## src/rtl/rtd_pkg.sv

```systemverilog
// ----------------------------------------------------------------------------
// rtd_pkg - shared types and constants of the thread dispatcher
// Opcodes, policy codes, the item, state and result records, and helpers
// that widen time values for overflow-free sums.
// ----------------------------------------------------------------------------
package rtd_pkg;

	localparam int TIME_BITS_DEFAULT = 32;
	// 34 bits hold any difference or sum of two 32-bit times without overflow
	localparam int WIDE_BITS = 34;
	localparam logic signed [31:0] NO_RELEASE = 32'sh7fffffff;

	typedef enum logic [1:0] {
		OP_BEGIN   = 2'd0,
		OP_RUN     = 2'd1,
		OP_RELEASE = 2'd2,
		OP_DECIDE  = 2'd3
	} op_t;

	localparam logic [1:0] MODE_LOWID = 2'd0;
	localparam logic [1:0] MODE_EDF   = 2'd1;
	localparam logic [1:0] MODE_RM    = 2'd2;

	localparam logic REG_POLICY_MODE = 1'b0;

	typedef struct packed {
		logic [1:0]         opcode;
		logic signed [31:0] now_time;
		logic [15:0]        thread_id;
		logic [30:0]        thread_period;
		logic signed [31:0] thread_deadline;
		logic [30:0]        thread_remaining;
		logic signed [31:0] release_at;
	} rtd_item_t;

	typedef struct packed {
		logic signed [31:0] latched_now;
		logic               lowid_valid;
		logic [15:0]        lowid_id;
		logic [30:0]        lowid_remaining;
		logic               edf_valid;
		logic [15:0]        edf_id;
		logic signed [31:0] edf_deadline;
		logic [30:0]        edf_remaining;
		logic               expired_valid;
		logic [15:0]        expired_id;
		logic               rm_valid;
		logic [15:0]        rm_id;
		logic [30:0]        rm_period;
		logic signed [31:0] rm_deadline;
		logic [30:0]        rm_remaining;
		logic signed [31:0] preempt_release;
		logic signed [31:0] earliest_release;
	} rtd_state_t;

	typedef struct packed {
		logic               thread_chosen;
		logic               deadline_expired;
		logic [15:0]        chosen_id;
		logic signed [31:0] slice_ticks;
	} rtd_result_t;

	function automatic logic signed [WIDE_BITS-1:0] wide_s(input logic signed [31:0] v);
		return WIDE_BITS'(v);
	endfunction

	function automatic logic signed [WIDE_BITS-1:0] wide_u(input logic [30:0] v);
		return $signed(WIDE_BITS'(v));
	endfunction

endpackage

```

## src/rtl/rtd_chan_if.sv

```systemverilog
// ----------------------------------------------------------------------------
// rtd_chan_if - valid/ready channels of the thread dispatcher
// Item channel into the block and result channel out of it.
// ----------------------------------------------------------------------------
interface rtd_item_if import rtd_pkg::*; ();
	logic               valid;
	logic               ready;
	logic [1:0]         opcode;
	logic signed [31:0] now_time;
	logic [15:0]        thread_id;
	logic [30:0]        thread_period;
	logic signed [31:0] thread_deadline;
	logic [30:0]        thread_remaining;
	logic signed [31:0] release_at;

	modport source (
		output valid, opcode, now_time, thread_id, thread_period,
		       thread_deadline, thread_remaining, release_at,
		input  ready
	);
	modport sink (
		input  valid, opcode, now_time, thread_id, thread_period,
		       thread_deadline, thread_remaining, release_at,
		output ready
	);
endinterface

interface rtd_result_if import rtd_pkg::*; ();
	logic               valid;
	logic               ready;
	logic               thread_chosen;
	logic               deadline_expired;
	logic [15:0]        chosen_id;
	logic signed [31:0] slice_ticks;

	modport source (
		output valid, thread_chosen, deadline_expired, chosen_id, slice_ticks,
		input  ready
	);
	modport sink (
		input  valid, thread_chosen, deadline_expired, chosen_id, slice_ticks,
		output ready
	);
endinterface

```

## src/rtl/rtd_cfg.sv

```systemverilog
// ----------------------------------------------------------------------------
// rtd_cfg - register port of the thread dispatcher
// Holds the policy mode; zero-wait writes and reads.
// ----------------------------------------------------------------------------
module rtd_cfg import rtd_pkg::*; (
	input  logic        clk,
	input  logic        arst_n,
	input  logic        psel,
	input  logic        penable,
	input  logic        pwrite,
	input  logic [2:0]  paddr,
	input  logic [31:0] pwdata,
	output logic [31:0] prdata,
	output logic        pready,
	output logic [1:0]  mode
);
	logic [1:0] mode_q;
	logic       wr_en;

	assign pready = 1'b1;
	assign wr_en  = psel && penable && pwrite && pready && (paddr[2] == REG_POLICY_MODE);

	always_ff @(posedge clk or negedge arst_n) begin
		if (!arst_n) begin
			mode_q <= MODE_LOWID;
		end else if (wr_en) begin
			mode_q <= pwdata[1:0];
		end
	end

	assign prdata = (paddr[2] == REG_POLICY_MODE) ? {30'd0, mode_q} : 32'd0;
	assign mode   = mode_q;

endmodule

```

## src/rtl/rtd_track.sv

```systemverilog
// ----------------------------------------------------------------------------
// rtd_track - running bests of the thread dispatcher
// Applies one word per cycle while upd is high to the per-policy best threads and release minima.
// ----------------------------------------------------------------------------
module rtd_track import rtd_pkg::*; (
	input  logic       clk,
	input  logic       arst_n,
	input  logic       upd,
	input  rtd_item_t  item,
	input  logic [1:0] mode,
	output rtd_state_t st
);
	localparam rtd_state_t ST_RESET = '{
		preempt_release:  NO_RELEASE,
		earliest_release: NO_RELEASE,
		default:          '0
	};

	rtd_state_t st_q;
	rtd_state_t nxt;
	rtd_state_t cleared;
	logic signed [WIDE_BITS-1:0] rel_end;

	always_comb begin
		cleared = '0;
		cleared.latched_now      = item.now_time;
		cleared.preempt_release  = NO_RELEASE;
		cleared.earliest_release = NO_RELEASE;
	end

	assign rel_end = wide_s(item.release_at) + wide_u(item.thread_period);

	always_comb begin
		nxt = st_q;
		case (item.opcode)
			OP_BEGIN: begin
				nxt = cleared;
			end
			OP_RUN: begin
				if (!st_q.lowid_valid || item.thread_id < st_q.lowid_id) begin
					nxt.lowid_valid     = 1'b1;
					nxt.lowid_id        = item.thread_id;
					nxt.lowid_remaining = item.thread_remaining;
				end
				if (!st_q.edf_valid || item.thread_deadline < st_q.edf_deadline ||
				    (item.thread_deadline == st_q.edf_deadline &&
				     item.thread_id < st_q.edf_id)) begin
					nxt.edf_valid     = 1'b1;
					nxt.edf_id        = item.thread_id;
					nxt.edf_deadline  = item.thread_deadline;
					nxt.edf_remaining = item.thread_remaining;
				end
				if (item.thread_deadline <= st_q.latched_now &&
				    (!st_q.expired_valid || item.thread_id < st_q.expired_id)) begin
					nxt.expired_valid = 1'b1;
					nxt.expired_id    = item.thread_id;
				end
				if (!st_q.rm_valid || item.thread_period < st_q.rm_period ||
				    (item.thread_period == st_q.rm_period &&
				     item.thread_id < st_q.rm_id)) begin
					nxt.rm_valid     = 1'b1;
					nxt.rm_id        = item.thread_id;
					nxt.rm_period    = item.thread_period;
					nxt.rm_deadline  = item.thread_deadline;
					nxt.rm_remaining = item.thread_remaining;
				end
			end
			OP_RELEASE: begin
				if (item.release_at < st_q.earliest_release) begin
					nxt.earliest_release = item.release_at;
				end
				// preemption only tracked against the active policy's target
				if (mode == MODE_EDF && st_q.edf_valid) begin
					if (rel_end < wide_s(st_q.edf_deadline) &&
					    item.release_at < st_q.preempt_release) begin
						nxt.preempt_release = item.release_at;
					end
				end else if (mode == MODE_RM && st_q.rm_valid) begin
					if (item.thread_period < st_q.rm_period &&
					    item.release_at < st_q.preempt_release) begin
						nxt.preempt_release = item.release_at;
					end
				end
			end
			default: begin
				nxt = st_q;
			end
		endcase
	end

	always_ff @(posedge clk or negedge arst_n) begin
		if (!arst_n) begin
			st_q <= ST_RESET;
		end else if (upd) begin
			st_q <= nxt;
		end
	end

	assign st = st_q;

endmodule

```

## src/rtl/rtd_decide.sv

```systemverilog
// ----------------------------------------------------------------------------
// rtd_decide - decision logic of the thread dispatcher
// Forms the chosen thread and its saturated slice from the running bests.
// ----------------------------------------------------------------------------
module rtd_decide import rtd_pkg::*; #(
	parameter int TIME_BITS = TIME_BITS_DEFAULT
) (
	input  rtd_state_t  st,
	input  logic [1:0]  mode,
	output rtd_result_t res
);
	localparam int SLICE_BITS = (TIME_BITS < 32) ? TIME_BITS : 32;
	localparam logic signed [WIDE_BITS-1:0] SAT_HI =
		$signed((WIDE_BITS'(1) << (SLICE_BITS - 1)) - WIDE_BITS'(1));
	localparam logic signed [WIDE_BITS-1:0] SAT_LO = -SAT_HI - WIDE_BITS'(1);

	logic                        tgt_valid;
	logic signed [31:0]          tgt_dl;
	logic [30:0]                 tgt_rem;
	logic [15:0]                 tgt_id;
	logic signed [31:0]          limit;
	logic signed [WIDE_BITS-1:0] slice;

	always_comb begin
		tgt_valid = (mode == MODE_EDF) ? st.edf_valid     : st.rm_valid;
		tgt_dl    = (mode == MODE_EDF) ? st.edf_deadline  : st.rm_deadline;
		tgt_rem   = (mode == MODE_EDF) ? st.edf_remaining : st.rm_remaining;
		tgt_id    = (mode == MODE_EDF) ? st.edf_id        : st.rm_id;
		limit     = (tgt_dl < st.preempt_release) ? tgt_dl : st.preempt_release;

		res.thread_chosen    = 1'b0;
		res.deadline_expired = 1'b0;
		res.chosen_id        = 16'd0;
		slice                = WIDE_BITS'(1);

		if (mode inside {MODE_EDF, MODE_RM}) begin
			if (mode == MODE_RM && st.expired_valid) begin
				res.thread_chosen    = 1'b1;
				res.deadline_expired = 1'b1;
				res.chosen_id        = st.expired_id;
				slice                = '0;
			end else if (tgt_valid) begin
				slice = wide_s(limit) - wide_s(st.latched_now);
				if (wide_u(tgt_rem) < slice) begin
					slice = wide_u(tgt_rem);
				end
				if (mode == MODE_RM && slice < 0) begin
					slice = '0;
				end
				res.thread_chosen = 1'b1;
				res.chosen_id     = tgt_id;
			end else begin
				// idle until the next release
				slice = wide_s(st.earliest_release) - wide_s(st.latched_now);
			end
		end else if (st.lowid_valid) begin
			res.thread_chosen = 1'b1;
			res.chosen_id     = st.lowid_id;
			slice             = wide_u(st.lowid_remaining);
		end

		if (slice > SAT_HI) begin
			slice = SAT_HI;
		end else if (slice < SAT_LO) begin
			slice = SAT_LO;
		end
		res.slice_ticks = slice[31:0];
	end

endmodule

```

## src/rtl/realtime_thread_dispatch.sv

```systemverilog
// ----------------------------------------------------------------------------
// realtime_thread_dispatch - EDF / rate monotonic / lowest-id dispatcher
// Builds one dispatch decision from a stream of begin, run, release and
// decide words; answers each decide with the chosen thread and its slice.
// ----------------------------------------------------------------------------
//
//  channel   dir   handshake           word
//  items     in    valid/ready         opcode + thread and time fields
//  results   out   valid/ready         chosen flag, expired flag, id, slice
//  apb       in    psel/penable/pready policy_mode at address 0
//
//  One word per cycle while no decide waits on a full result register;
//  the running bests are updated between the input register and the
//  state registers. A decide answer passes the input register, then
//  the result register; other words produce nothing.
//  Reset is asynchronous and brings up cleared bests, mode lowest id.
//  A waiting result stalls only a decide word held in the input register;
//  begin, run and release words keep flowing past it.
//
module realtime_thread_dispatch import rtd_pkg::*; #(
	parameter int TIME_BITS = TIME_BITS_DEFAULT
) (
	input  logic         clk,
	input  logic         arst_n,
	rtd_item_if.sink     items,
	rtd_result_if.source results,
	input  logic         psel,
	input  logic         penable,
	input  logic         pwrite,
	input  logic [2:0]   paddr,
	input  logic [31:0]  pwdata,
	output logic [31:0]  prdata,
	output logic         pready
);
	logic [1:0]  mode;
	rtd_item_t   item_s1;
	logic        valid_s1;
	logic        adv_s1;
	logic        take;
	logic        is_decide_s1;
	rtd_state_t  st;
	rtd_result_t res;
	rtd_result_t result_q;
	logic        out_valid_q;

	rtd_cfg u_cfg (
		.clk     (clk),
		.arst_n  (arst_n),
		.psel    (psel),
		.penable (penable),
		.pwrite  (pwrite),
		.paddr   (paddr),
		.pwdata  (pwdata),
		.prdata  (prdata),
		.pready  (pready),
		.mode    (mode)
	);

	// input register: a decide waits here only while the result register is full
	assign is_decide_s1 = (item_s1.opcode == OP_DECIDE);
	assign adv_s1       = valid_s1 && (!is_decide_s1 || !out_valid_q || results.ready);
	assign items.ready  = !valid_s1 || adv_s1;
	assign take         = items.valid && items.ready;

	always_ff @(posedge clk or negedge arst_n) begin
		if (!arst_n) begin
			valid_s1 <= 1'b0;
		end else if (take) begin
			valid_s1 <= 1'b1;
		end else if (adv_s1) begin
			valid_s1 <= 1'b0;
		end
	end

	always_ff @(posedge clk) begin
		if (take) begin
			item_s1 <= '{
				opcode:           items.opcode,
				now_time:         items.now_time,
				thread_id:        items.thread_id,
				thread_period:    items.thread_period,
				thread_deadline:  items.thread_deadline,
				thread_remaining: items.thread_remaining,
				release_at:       items.release_at
			};
		end
	end

	// state is updated as the word leaves the input register
	rtd_track u_track (
		.clk    (clk),
		.arst_n (arst_n),
		.upd    (adv_s1),
		.item   (item_s1),
		.mode   (mode),
		.st     (st)
	);

	// a decide reads the state left by every earlier word
	rtd_decide #(
		.TIME_BITS (TIME_BITS)
	) u_decide (
		.st   (st),
		.mode (mode),
		.res  (res)
	);

	// result register
	always_ff @(posedge clk or negedge arst_n) begin
		if (!arst_n) begin
			out_valid_q <= 1'b0;
		end else if (adv_s1 && is_decide_s1) begin
			out_valid_q <= 1'b1;
		end else if (results.ready) begin
			out_valid_q <= 1'b0;
		end
	end

	always_ff @(posedge clk) begin
		if (adv_s1 && is_decide_s1) begin
			result_q <= res;
		end
	end

	assign results.valid            = out_valid_q;
	assign results.thread_chosen    = result_q.thread_chosen;
	assign results.deadline_expired = result_q.deadline_expired;
	assign results.chosen_id        = result_q.chosen_id;
	assign results.slice_ticks      = result_q.slice_ticks;

`ifndef NO_ASSERTIONS
	// a new result only follows a decide leaving the input register
	a_result_from_decide: assert property (@(posedge clk) disable iff (!arst_n)
		$rose(out_valid_q) |-> $past(adv_s1 && is_decide_s1))
		else $error("result raised without a decide");

	// back-pressure only from a decide blocked by a full result register
	a_stall_cause: assert property (@(posedge clk) disable iff (!arst_n)
		!items.ready |-> (valid_s1 && is_decide_s1 && out_valid_q && !results.ready))
		else $error("input stalled without cause");

	// begin clears every running best
	a_begin_clears: assert property (@(posedge clk) disable iff (!arst_n)
		(adv_s1 && item_s1.opcode == OP_BEGIN) |=>
		(!st.lowid_valid && !st.edf_valid && !st.expired_valid && !st.rm_valid &&
		 st.earliest_release == NO_RELEASE && st.preempt_release == NO_RELEASE))
		else $error("begin left stale bests");
`endif

endmodule

```

## src/flat_wrapper.sv

```systemverilog
// flat-port wrapper written by rule: the top's interface ports become plain ports
module realtime_thread_dispatch_flat import rtd_pkg::*;
#(
	parameter int TIME_BITS = TIME_BITS_DEFAULT
)
  (clk, arst_n, psel, penable, pwrite, paddr, pwdata, prdata, pready, items_valid, items_opcode, items_now_time, items_thread_id, items_thread_period, items_thread_deadline, items_thread_remaining, items_release_at, items_ready, results_valid, results_thread_chosen, results_deadline_expired, results_chosen_id, results_slice_ticks, results_ready);
  rtd_item_if items_i ();
  rtd_result_if results_i ();
  input  logic clk;
  input  logic arst_n;
  input  logic psel;
  input  logic penable;
  input  logic pwrite;
  input  logic [2:0] paddr;
  input  logic [31:0] pwdata;
  output logic [31:0] prdata;
  output logic pready;
  input wire logic [$bits(items_i.valid)-1:0] items_valid;
  input wire logic [$bits(items_i.opcode)-1:0] items_opcode;
  input wire logic [$bits(items_i.now_time)-1:0] items_now_time;
  input wire logic [$bits(items_i.thread_id)-1:0] items_thread_id;
  input wire logic [$bits(items_i.thread_period)-1:0] items_thread_period;
  input wire logic [$bits(items_i.thread_deadline)-1:0] items_thread_deadline;
  input wire logic [$bits(items_i.thread_remaining)-1:0] items_thread_remaining;
  input wire logic [$bits(items_i.release_at)-1:0] items_release_at;
  output wire logic [$bits(items_i.ready)-1:0] items_ready;
  output wire logic [$bits(results_i.valid)-1:0] results_valid;
  output wire logic [$bits(results_i.thread_chosen)-1:0] results_thread_chosen;
  output wire logic [$bits(results_i.deadline_expired)-1:0] results_deadline_expired;
  output wire logic [$bits(results_i.chosen_id)-1:0] results_chosen_id;
  output wire logic [$bits(results_i.slice_ticks)-1:0] results_slice_ticks;
  input wire logic [$bits(results_i.ready)-1:0] results_ready;
  assign items_i.valid = items_valid;
  assign items_i.opcode = items_opcode;
  assign items_i.now_time = items_now_time;
  assign items_i.thread_id = items_thread_id;
  assign items_i.thread_period = items_thread_period;
  assign items_i.thread_deadline = items_thread_deadline;
  assign items_i.thread_remaining = items_thread_remaining;
  assign items_i.release_at = items_release_at;
  assign items_ready = items_i.ready;
  assign results_valid = results_i.valid;
  assign results_thread_chosen = results_i.thread_chosen;
  assign results_deadline_expired = results_i.deadline_expired;
  assign results_chosen_id = results_i.chosen_id;
  assign results_slice_ticks = results_i.slice_ticks;
  assign results_i.ready = results_ready;
  realtime_thread_dispatch #(.TIME_BITS(TIME_BITS)) u_core (.clk(clk), .arst_n(arst_n), .items(items_i), .results(results_i), .psel(psel), .penable(penable), .pwrite(pwrite), .paddr(paddr), .pwdata(pwdata), .prdata(prdata), .pready(pready));
endmodule
```

## config.mk

```make
export PLATFORM = sky130hd
export DESIGN_NAME = realtime_thread_dispatch_flat
export DESIGN_NICKNAME = d
export VERILOG_FILES = /design/src/rtl/rtd_pkg.sv /design/src/rtl/rtd_chan_if.sv /design/src/rtl/rtd_cfg.sv /design/src/rtl/rtd_track.sv /design/src/rtl/rtd_decide.sv /design/src/rtl/realtime_thread_dispatch.sv /design/src/flat_wrapper.sv
export SDC_FILE = /design/constraint.sdc
export NUM_CORES = 2
export LEC_CHECK = 0
export BUFFER_PORTS_ARGS = -buffer_cell sky130_fd_sc_hd__buf_2
export CORE_MARGIN = 2
export CORE_UTILIZATION = 35
export CTS_CLUSTER_SIZE = 8
export DETAILED_ROUTE_END_ITERATION = 8
export GPL_TIMING_DRIVEN = 0
export PLACE_DENSITY = 0.55
export SLEW_MARGIN = 20
export SYNTH_ARGS = -nofsm -noshare
export SYNTH_HDL_FRONTEND = slang
export SYNTH_SLANG_ARGS = --single-unit
```

## constraint.sdc

```tcl
create_clock -name clk -period 17.8 [get_ports clk]
set_input_delay 0.89 -clock clk [delete_from_list [all_inputs] [get_ports clk]]
set_output_delay 0.89 -clock clk [all_outputs]
set_load 0.01 [all_outputs]
```

==> results by group <==
Route
  • Starting DRT DRC Count: 1712
  • Residual antenna-violating net count after detailed routing: 0
  • Detailed-routing iteration count for the pre-antenna-repair pass: 5
  • Detailed-route DRC error count: 0
  • Via-per-instance ratio: 5.33
  • Total vias in the final route: 26500
  • Average wire per cell in the routed design: 22.5 um
  • Routed wire length: 112 mm

Floorplan
  • Number of placement rows: 115
  • Die Area: 102000 um2
  • Die Width: 319 um
  • Die Y: 319 um
  • Starting density of the core: 35.4%
  • Ports placed on the boundary: 303
  • Placeable core region: 98400 um2

STA
  • Slew at the pin closest to its max-slew limit: 1.05 ns
  • Fraction of the cycle the final worst path needs: 72.7%
  • Setup repair after global routing missed its margin: false
  • Final sum of negative setup slack: 0 ns
  • Hold Vio Cnt, Final: 0
  • Worst-case clock skew: 0.0288 ns
  • Count of final setup violators: 0
  • Final critical-path required period: 12.93 ns
  • Pins Over Slew Limit: 0
  • Relative slew margins: 29.8%
  • Final hold slack: 0.120 ns
  • Timing-limited maximum frequency: 0.0773 GHz

Global route
  • Largest net degree at the start of global routing: 93
  • First-pass GRT wire length: 166 mm
  • Gr busiest metal: met2
  • Gr ovfl total: 0
  • Global routing usage on met2: 33.8%
  • Met1 routing resource usage after global routing: 30.7%
  • Antenna violations before repair: 2
  • All-Layer GR Usage: 21.8%
  • Met3 usage in global routing: 3.46%
  • Number of global-route vias before repair: 26200

Synth
  • Cell taking the most area after synthesis: sky130_fd_sc_hd__dfrtp_1
  • Main combinational cell family by area after synthesis: compound AO/OA/AOI/OAI gates
  • EDFF count, synth: 226
  • Post-Synth XOR/XNOR Area: 2.19%
  • Share of synthesized flip-flops with an asynchronous set or reset: 61.2%
  • Compound-cell area share of the yosys netlist: 20.0%
  • Fraction of synthesized area in multiplexers: 3.84%
  • Fraction of post-synthesis cell area in the top cell type by area: 21.1%
  • Adder and majority cell fraction of the synthesized area: 15.1%
  • Most instantiated flip-flop cell in the synthesis netlist: sky130_fd_sc_hd__dfrtp_1
  • Leading cell types by total area after synthesis: sky130_fd_sc_hd__dfrtp_1 21%, sky130_fd_sc_hd__edfxtp_1 20%, sky130_fd_sc_hd__ha_1 15%, sky130_fd_sc_hd__a22o_1 4.8%, sky130_fd_sc_hd__dfstp_2 4.7%
  • Count of cell types in the netlist: 85
  • Cell area after synthesis: 34800 um2
  • Proportion of synthesized chip area in sequential cells: 45.3%
  • Synthesized-area fraction occupied by and/or/nand/nor cells: 8.57%
  • Average cell area after synthesis: 10.7 um2
  • Yosys synthesis warning count: 0
  • Number of synthesized register bits: 582
  • Cell count after synthesis: 3260

Final layout
  • Count of nets after finishing: 4258
  • Share of final-layout standard cells stronger than drive strength 1: 16.7%
  • Leading cell types in the layout, fill and taps excluded: 408 x sky130_fd_sc_hd__ha_1, 294 x sky130_fd_sc_hd__dfrtp_1, 270 x sky130_fd_sc_hd__buf_2, 255 x sky130_fd_sc_hd__inv_1, 249 x sky130_fd_sc_hd__nand2_1
  • Synthesis-to-finish area growth: 16.6%
  • Most common cell after layout, fill and taps aside: sky130_fd_sc_hd__ha_1
  • Post-route design area: 40600 um2
  • Filler cell count: 9638

Power and ir drop
  • Seq pwr share: 32.6%
  • Switching share of power: 37.2%
  • Total power after layout: 5160 uW
  • Internal: 3250 uW
  • Max IR drop VDD: 0.0000794 V
  • Clock network fraction of design power: 30.0%
  • Pwr per Cell Area: 127 nW/um2
  • Combinational group share of total power: 37.4%
  • Leakage: 0.0184 uW
  • Switching Power: 1920 uW

Setup path
  • Top Family by Delay on Critical Path: compound AO/OA/AOI/OAI gates
  • Worst Path Buf+Inv: 7
  • Slowest cell on the critical path: sky130_fd_sc_hd__buf_1
  • Beginning of the worst register-to-register path: u_core.u_cfg.mode[1]
  • Slack of the worst reg-to-reg path: 4.87 ns
  • Endpoint required time on the critical path: 18.12 ns
  • Crit end category: flip-flop
  • R2R depth: 50
  • Class of the most critical setup path: flip-flop to flip-flop
  • Most prevalent standard cell on the critical path: sky130_fd_sc_hd__a21oi_1
  • Element type at the critical path start: flip-flop
  • Crit-path max FO: 10
  • Data arrival, critical path: 13.25 ns
  • CP max stage delay: 0.64 ns
  • Capture instance of the worst register-to-register path: u_core.results.slice_ticks[29]

Place
  • DP Wirelength: 87.8 mm
  • Routability-driven placement congestion ratio: 0.922
  • Port bufs: 239
  • Placed standard-cell area: 38100 um2

CTS
  • Maximum number of buffers from clock root to sink: 3
  • Number of H-tree branching levels: 3
  • Source-to-sink clock delay at the later pin of the worst-skew pair: 0.68 ns
  • Post-cts sizing count: 0
  • CTS Root Buffer Type: sky130_fd_sc_hd__clkbuf_16
  • CTS clk-pin slew, worst paths: 0.05 ns
  • TritonCTS clock tree: done
  • TritonCTS Sinks: 582
  • Setup repair bufs after CTS: 0
  • Number of buffers created by CTS: 85
  • Post-cts hold buffer count: 0

Worst hold path
  • Min-Delay Path Class: input pin to asynchronous set/reset pin

Flow run
  • MaxCap Viol Count: 0

Status
  • Result of the run: complete, no violations
[worst max-delay path by stage]
stage,start,end,slack [ns],cells past startpoint
3_3_place_gp,results_ready,u_core.item_s1[63],3.56,4
4_1_cts,u_core.u_cfg.mode[1],u_core.results.slice_ticks[28],4.76,50
6_report,u_core.u_cfg.mode[1],u_core.results.slice_ticks[29],4.87,50
3_5_place_dp,u_core.u_cfg.mode[1],u_core.results.slice_ticks[28],4.79,49
5_1_grt,u_core.u_cfg.mode[1],u_core.results.slice_ticks[28],3.83,50
2_1_floorplan,u_core.u_cfg.mode[1],u_core.results.slice_ticks[18],8.10,51
[power groups by stage]
stage	logic [uW]	clock network (uW)	registers, uW
2_1_floorplan	1310	0	1670
3_3_place_gp	1880	0	1710
3_5_place_dp	1910	0	1700
4_1_cts	1920	1590	1680
5_1_grt	2130	1640	1700
6_report	1930	1550	1680
[registers in the layout (all words and copies together), names as in the netlist]
name / flops
u_core.u_track.st: 352
u_core.item_s1: 176
u_core.results.slice_ticks: 32
u_core.results.chosen_id: 16
u_core.u_cfg.mode: 2
u_core.results.deadline_expired: 1
u_core.results.thread_chosen: 1
u_core.results.valid: 1
u_core.valid_s1: 1
[cell type report]
cell class	instances	area [um2]	area share, %
Antenna cell	1	2.50	0.00617
Buffer	157	783	1.93
Clock buffer	139	2410	5.94
Clock inverter	9	114	0.281
Inverter	255	957	2.36
Multi-Input combinational cell	2295	17400	42.9
Sequential cell	582	15800	38.9
Tap cell	1287	1610	3.97
Timing Repair Buffer	253	1510	3.72
[synth_stat cells (12+ instances only)]
| library cell | n |
|---|---|
| sky130_fd_sc_hd__a211oi_1 | 25 |
| sky130_fd_sc_hd__a21o_1 | 126 |
| sky130_fd_sc_hd__a21oi_1 | 204 |
| sky130_fd_sc_hd__a22o_1 | 191 |
| sky130_fd_sc_hd__a22oi_1 | 30 |
| sky130_fd_sc_hd__a31oi_1 | 16 |
| sky130_fd_sc_hd__and3_1 | 12 |
| sky130_fd_sc_hd__buf_2 | 32 |
| sky130_fd_sc_hd__buf_4 | 32 |
| sky130_fd_sc_hd__clkbuf_1 | 85 |
| sky130_fd_sc_hd__dfrtp_1 | 294 |
| sky130_fd_sc_hd__dfstp_2 | 62 |
| sky130_fd_sc_hd__edfxtp_1 | 226 |
| sky130_fd_sc_hd__ha_1 | 408 |
| sky130_fd_sc_hd__inv_1 | 255 |
| sky130_fd_sc_hd__mux2_2 | 100 |
| sky130_fd_sc_hd__mux2i_1 | 21 |
| sky130_fd_sc_hd__nand2_1 | 249 |
| sky130_fd_sc_hd__nand2b_1 | 37 |
| sky130_fd_sc_hd__nand3_1 | 33 |
| sky130_fd_sc_hd__nand4_1 | 52 |
| sky130_fd_sc_hd__nor2_1 | 104 |
| sky130_fd_sc_hd__nor2b_1 | 47 |
| sky130_fd_sc_hd__nor3_1 | 48 |
| sky130_fd_sc_hd__o21a_1 | 28 |
| sky130_fd_sc_hd__o21ai_0 | 214 |
| sky130_fd_sc_hd__o21bai_1 | 15 |
| sky130_fd_sc_hd__o22a_1 | 31 |
| sky130_fd_sc_hd__o22ai_1 | 14 |
| sky130_fd_sc_hd__o31ai_1 | 17 |
| sky130_fd_sc_hd__xnor2_1 | 57 |
| sky130_fd_sc_hd__xor2_1 | 30 |
[logic make-up after synthesis]
family / after synthesis
AND/OR/NAND/NOR: 625
AO/OA/AOI/OAI: 1012
other: 2
flip-flops: 582
adder cells (fa/ha/maj): 419
multiplexers: 121
buffers and inverters: 412
XOR/XNOR: 87
[per-layer routing]
metal	vias to the layer above	share of wire, %
met5	-	0
met3	165	5.5
li1	12800	-
met1	12800	47
met2	756	44
met4	0	3.4
[stage by stage]
| stage | utilization [%] | std cells | worst slack (ns) |
|---|---|---|---|
| after floorplan | - | 3289 | 8.10 |
| after global placement | 38.3 | 4815 | 3.56 |
| after detailed placement | 38.7 | 4829 | 4.79 |
| after CTS | 41.2 | 4977 | 4.76 |
| after global routing | 41.2 | 4977 | 3.83 |
| final | 41.2 | 4978 | 4.87 |
Note: power is estimated with default switching activity, not from simulation.
